**src/sv/tpbt_pkg.sv**
```systemverilog
`default_nettype none
package tpbt_pkg;

    localparam int DEFAULT_ENTRIES = 256;
    localparam int PTR_W   = 64;
    localparam int ADDR_W  = 48;
    localparam int TAG_W   = PTR_W - ADDR_W;
    localparam int CMD_W   = 2;
    localparam int STS_W   = 3;

    localparam logic [CMD_W-1:0] CMD_ALLOC   = 2'd0;
    localparam logic [CMD_W-1:0] CMD_RELEASE = 2'd1;
    localparam logic [CMD_W-1:0] CMD_RESIZE  = 2'd2;
    localparam logic [CMD_W-1:0] CMD_CHECK   = 2'd3;

    localparam logic [STS_W-1:0] STS_OK       = 3'd0;
    localparam logic [STS_W-1:0] STS_FULL     = 3'd1;
    localparam logic [STS_W-1:0] STS_NOT_USED = 3'd2;
    localparam logic [STS_W-1:0] STS_BAD_ID   = 3'd3;
    localparam logic [STS_W-1:0] STS_OOB      = 3'd4;

    typedef enum logic [1:0] {
        S_CLEAR,
        S_IDLE,
        S_EXEC,
        S_LINK
    } t_state;

    // controller -> datapath
    typedef struct packed {
        logic clear_step;
        logic capture;
        logic exec;
        logic link;
    } t_ctl;

    // datapath -> controller
    typedef struct packed {
        logic clear_last;
        logic out_free;
        logic need_link;
    } t_sts;

endpackage
`default_nettype wire

```
**src/sv/tpbt_ctrl.sv**
```systemverilog
`default_nettype none
module tpbt_ctrl (
    input  wire logic          i_clk,
    input  wire logic          i_rst_n,
    input  wire logic          i_req_valid,
    output logic               o_req_ready,
    input  wire tpbt_pkg::t_sts i_sts,
    output tpbt_pkg::t_ctl     o_ctl
);
    import tpbt_pkg::*;

    t_state r_state, n_state;

    always_ff @(posedge i_clk) begin
        if (!i_rst_n) begin
            r_state <= S_CLEAR;
        end else begin
            r_state <= n_state;
        end
    end

    always_comb begin
        n_state = r_state;
        unique case (r_state)
            S_CLEAR: begin
                if (i_sts.clear_last) n_state = S_IDLE;
            end
            S_IDLE: begin
                if (i_req_valid) n_state = S_EXEC;
            end
            S_EXEC: begin
                if (i_sts.out_free) n_state = i_sts.need_link ? S_LINK : S_IDLE;
            end
            S_LINK: begin
                n_state = S_IDLE;
            end
            default: n_state = S_CLEAR;
        endcase
    end

    always_comb begin
        o_ctl       = '0;
        o_req_ready = 1'b0;
        unique case (r_state)
            S_CLEAR: o_ctl.clear_step = 1'b1;
            S_IDLE: begin
                o_req_ready   = 1'b1;
                o_ctl.capture = i_req_valid;
            end
            S_EXEC:  o_ctl.exec = i_sts.out_free;
            S_LINK:  o_ctl.link = 1'b1;
            default: o_ctl = '0;
        endcase
    end
endmodule
`default_nettype wire

```
**config.mk**
```make
export PLATFORM = sky130hd
export DESIGN_NAME = tpbt_ctrl
export DESIGN_NICKNAME = d
export VERILOG_FILES = /design/src/sv/tpbt_pkg.sv /design/src/sv/tpbt_ctrl.sv
export SDC_FILE = /design/constraint.sdc
export NUM_CORES = 1
export LEC_CHECK = 0
export BUFFER_PORTS_ARGS = -buffer_cell sky130_fd_sc_hd__clkbuf_2
export CORE_AREA = 3 3 40 42
export CTS_BUF_LIST = sky130_fd_sc_hd__clkbuf_8
export DETAILED_ROUTE_END_ITERATION = 7
export DIE_AREA = 0 0 43 45
export MAX_ROUTING_LAYER = met4
export SLEW_MARGIN = 10
export SYNTH_ARGS = -nofsm -noshare
export SYNTH_HDL_FRONTEND = slang
export SYNTH_SLANG_ARGS = --single-unit
```
**constraint.sdc**
```tcl
create_clock -name i_clk -period 2.25 [get_ports i_clk]
set_clock_uncertainty 0.15 [all_clocks]
set_input_delay 0.225 -clock i_clk [delete_from_list [all_inputs] [get_ports i_clk]]
set_output_delay 0.225 -clock i_clk [all_outputs]
set_load 0.01 [all_outputs]
```
==> flow_summary.yaml <==
finish:
  largest_reg_flops: 2
  fillers: 146
  n_antenna_cell: 0
  regMostFlops: "r_state"
  reg.largest.list: "r_state x2"
  final_util_pct: 23.47
  fin_cells: 50
  multi_input_area_um2: 132.6
  drive_gt1_share_pct: 40.00
  area_growth_pct: 57.52
  final_cell_area_um2: 301.5
  fin_nets: 48
  regArea_um2: 40.04
critical_path:
  cp_max_fo: 5
  worst_ep_arrival_time_ns: 1.69
  regToRegSetupSlack_ns: 0.54
  r2r_cells: 4
  start_kind: "flip-flop"
  required_ns: 2.22
  worstSetupPathType: "flip-flop to flip-flop"
  critPathCaptureType: "flip-flop"
routing:
  vias: 179
  dr.pass1.iters: 4
  drc: 0
  ant_nets: 0
  vias_per_cell: 3.580
  wirelength_um: 422
  drtIter0Drc: 3
  post_drt_wl_per_cell_um: 8.440
clock_network:
  cts_resized: 0
  cts_max_level: 1
  root_buffer: "clkbuf_8"
  postCtsSetupBuffers: 0
  tritoncts: "done"
  path_clk_slew_ns: 0.03
  clock_sinks: 2
  hold_buffers: 0
  cts_made_buffers: 3
  clk_latency_ns: 0.21
  ctsLongestPathBuffers: 2
floorplan:
  initial_utilization_pct: 14.90
  io-pin-count: 11
  coreArea_um2: 1285
  rows: 13
  die_w_um: 43
  fp.dieH_um: 45
  die-area_um2: 1935
global_route:
  grt_antenna_before_repair: 0
  use_met2_pct: 7.186
  grt_max_degree: 6
  grt_pass1_vias: 179
  grt_pass1_wl_um: 634
  busiest_layer: "met4"
  use_met1_pct: 4.327
  grt_use_total_pct: 5.227
  use_met3_pct: 2.789
  overflow: 0
timing:
  worstMarginPinSlew_ns: 0.4843
  period_needed_ns: 1.712
  fmax_ghz: 0.5839
  hold_viol: 0
  finalMaxSlewViolations: 0
  finalSetupViolCount: 0
  finalCritPeriodShare_pct: 76.11
  fin_tns_setup_ns: 0
  rsz0062_at_grt: "false"
  slew_headroom_pct: 67.71
  holdWs_ns: 0.1550
synthesis:
  synth_top_area_share_pct: 32.68
  synth_area_um2: 191.4
  ys_types: 11
  synth_top_cell_by_area: "ha_1"
  synth_seq_cells: 2
  avgSynthCellArea_um2: 8.702
  synth_commonest_cells: "ha_1, inv_1, dfxtp_1, mux2i_1, nand2_1"
  synthesis.nets: 33
  synthCells: 22
  yosysSeqAreaShare_pct: 20.92
  ys_warn_count: 0
  synthFlopType: "dfxtp_1"
  synth_area_leaders: "ha_1, dfxtp_1, mux2i_1"
  synth_edf_count: 0
  async_flop_share_pct: 0
flow_run:
  max-cap-violations: 0
power_and_ir_drop:
  total_leakage_power_nw: 0.1739
  p_per_area_nw_per_um2: 1001
  vdd_ir_drop_max_mv: 0.2673
placement:
  post_dp_cell_area_um2: 260.3
  place_congestion: 0.5943
  portBuffers: 10
  place_inst: 47
  hpwlAfterDp_um: 353.3
run_status:
  outcome: "complete, no violations"
min_path:
  hold_class: "primary input to flip-flop"
  holdPathStages: 3
[final cells by class]
type | count | share of cell area (%)
inverters | 5 | 6.224
multi-input cells | 15 | 43.98
well taps | 15 | 6.224
clock buffers | 3 | 13.69
repair buffers | 10 | 16.60
flip-flops and latches | 2 | 13.28
[power by group]
group          internal, W  switching (W)
Sequential       0.0000448      0.0000109
Combinational    0.0000523      0.0000549
Clock             0.000113      0.0000260
[worst max-delay path, cell delays in order, from the launching register on]
cell	delay, ns
dfxtp_1	0.39
inv_1	0.08
ha_1	0.23
a222oi_1	0.50
mux2i_1	0.28
[per-stage QoR]
step                      worst slack [ns]  total power, W
final                               0.5375       0.0003018
after global routing                0.3884       0.0003260
after CTS                           0.4965       0.0003119
after detailed placement            0.5022       0.0001660
after global placement              0.5756       0.0001649
after floorplan                     0.6862       0.0001298
[cell families after synthesis]
| group | count (synthesis) | share of synthesized area [%] |
|---|---|---|
| flops | 2 | 20.92 |
| simple gates | 6 | 17.00 |
| buf+inv | 5 | 9.805 |
| compound gates | 2 | 9.152 |
| fa+ha+maj | 5 | 32.68 |
| mux | 2 | 10.46 |
[final timing paths]
kind,end,start
worst max-delay path,r_state[0],r_state[0]
worst min-delay path,r_state[1],i_rst_n
worst max register to register,r_state[0],r_state[0]
worst min register to register,r_state[1],r_state[1]
[layer usage]
layer,share of wire (%),up-vias
met5,0,-
met4,0,0
met3,15,0
met2,42,9
met1,43,72
li1,-,98
[cell usage in the layout (no fill, tap or decap)]
cell      count
and2_2        1
nand2_1       2
mux2i_1       2
clkbuf_2     10
and2_1        1
ha_1          5
a21o_1        1
a222oi_1      1
clkbuf_8      3
nand2b_1      1
dfxtp_1       2
nand3_1       1
inv_1         5
Note: power is estimated with default switching activity, not from simulation.
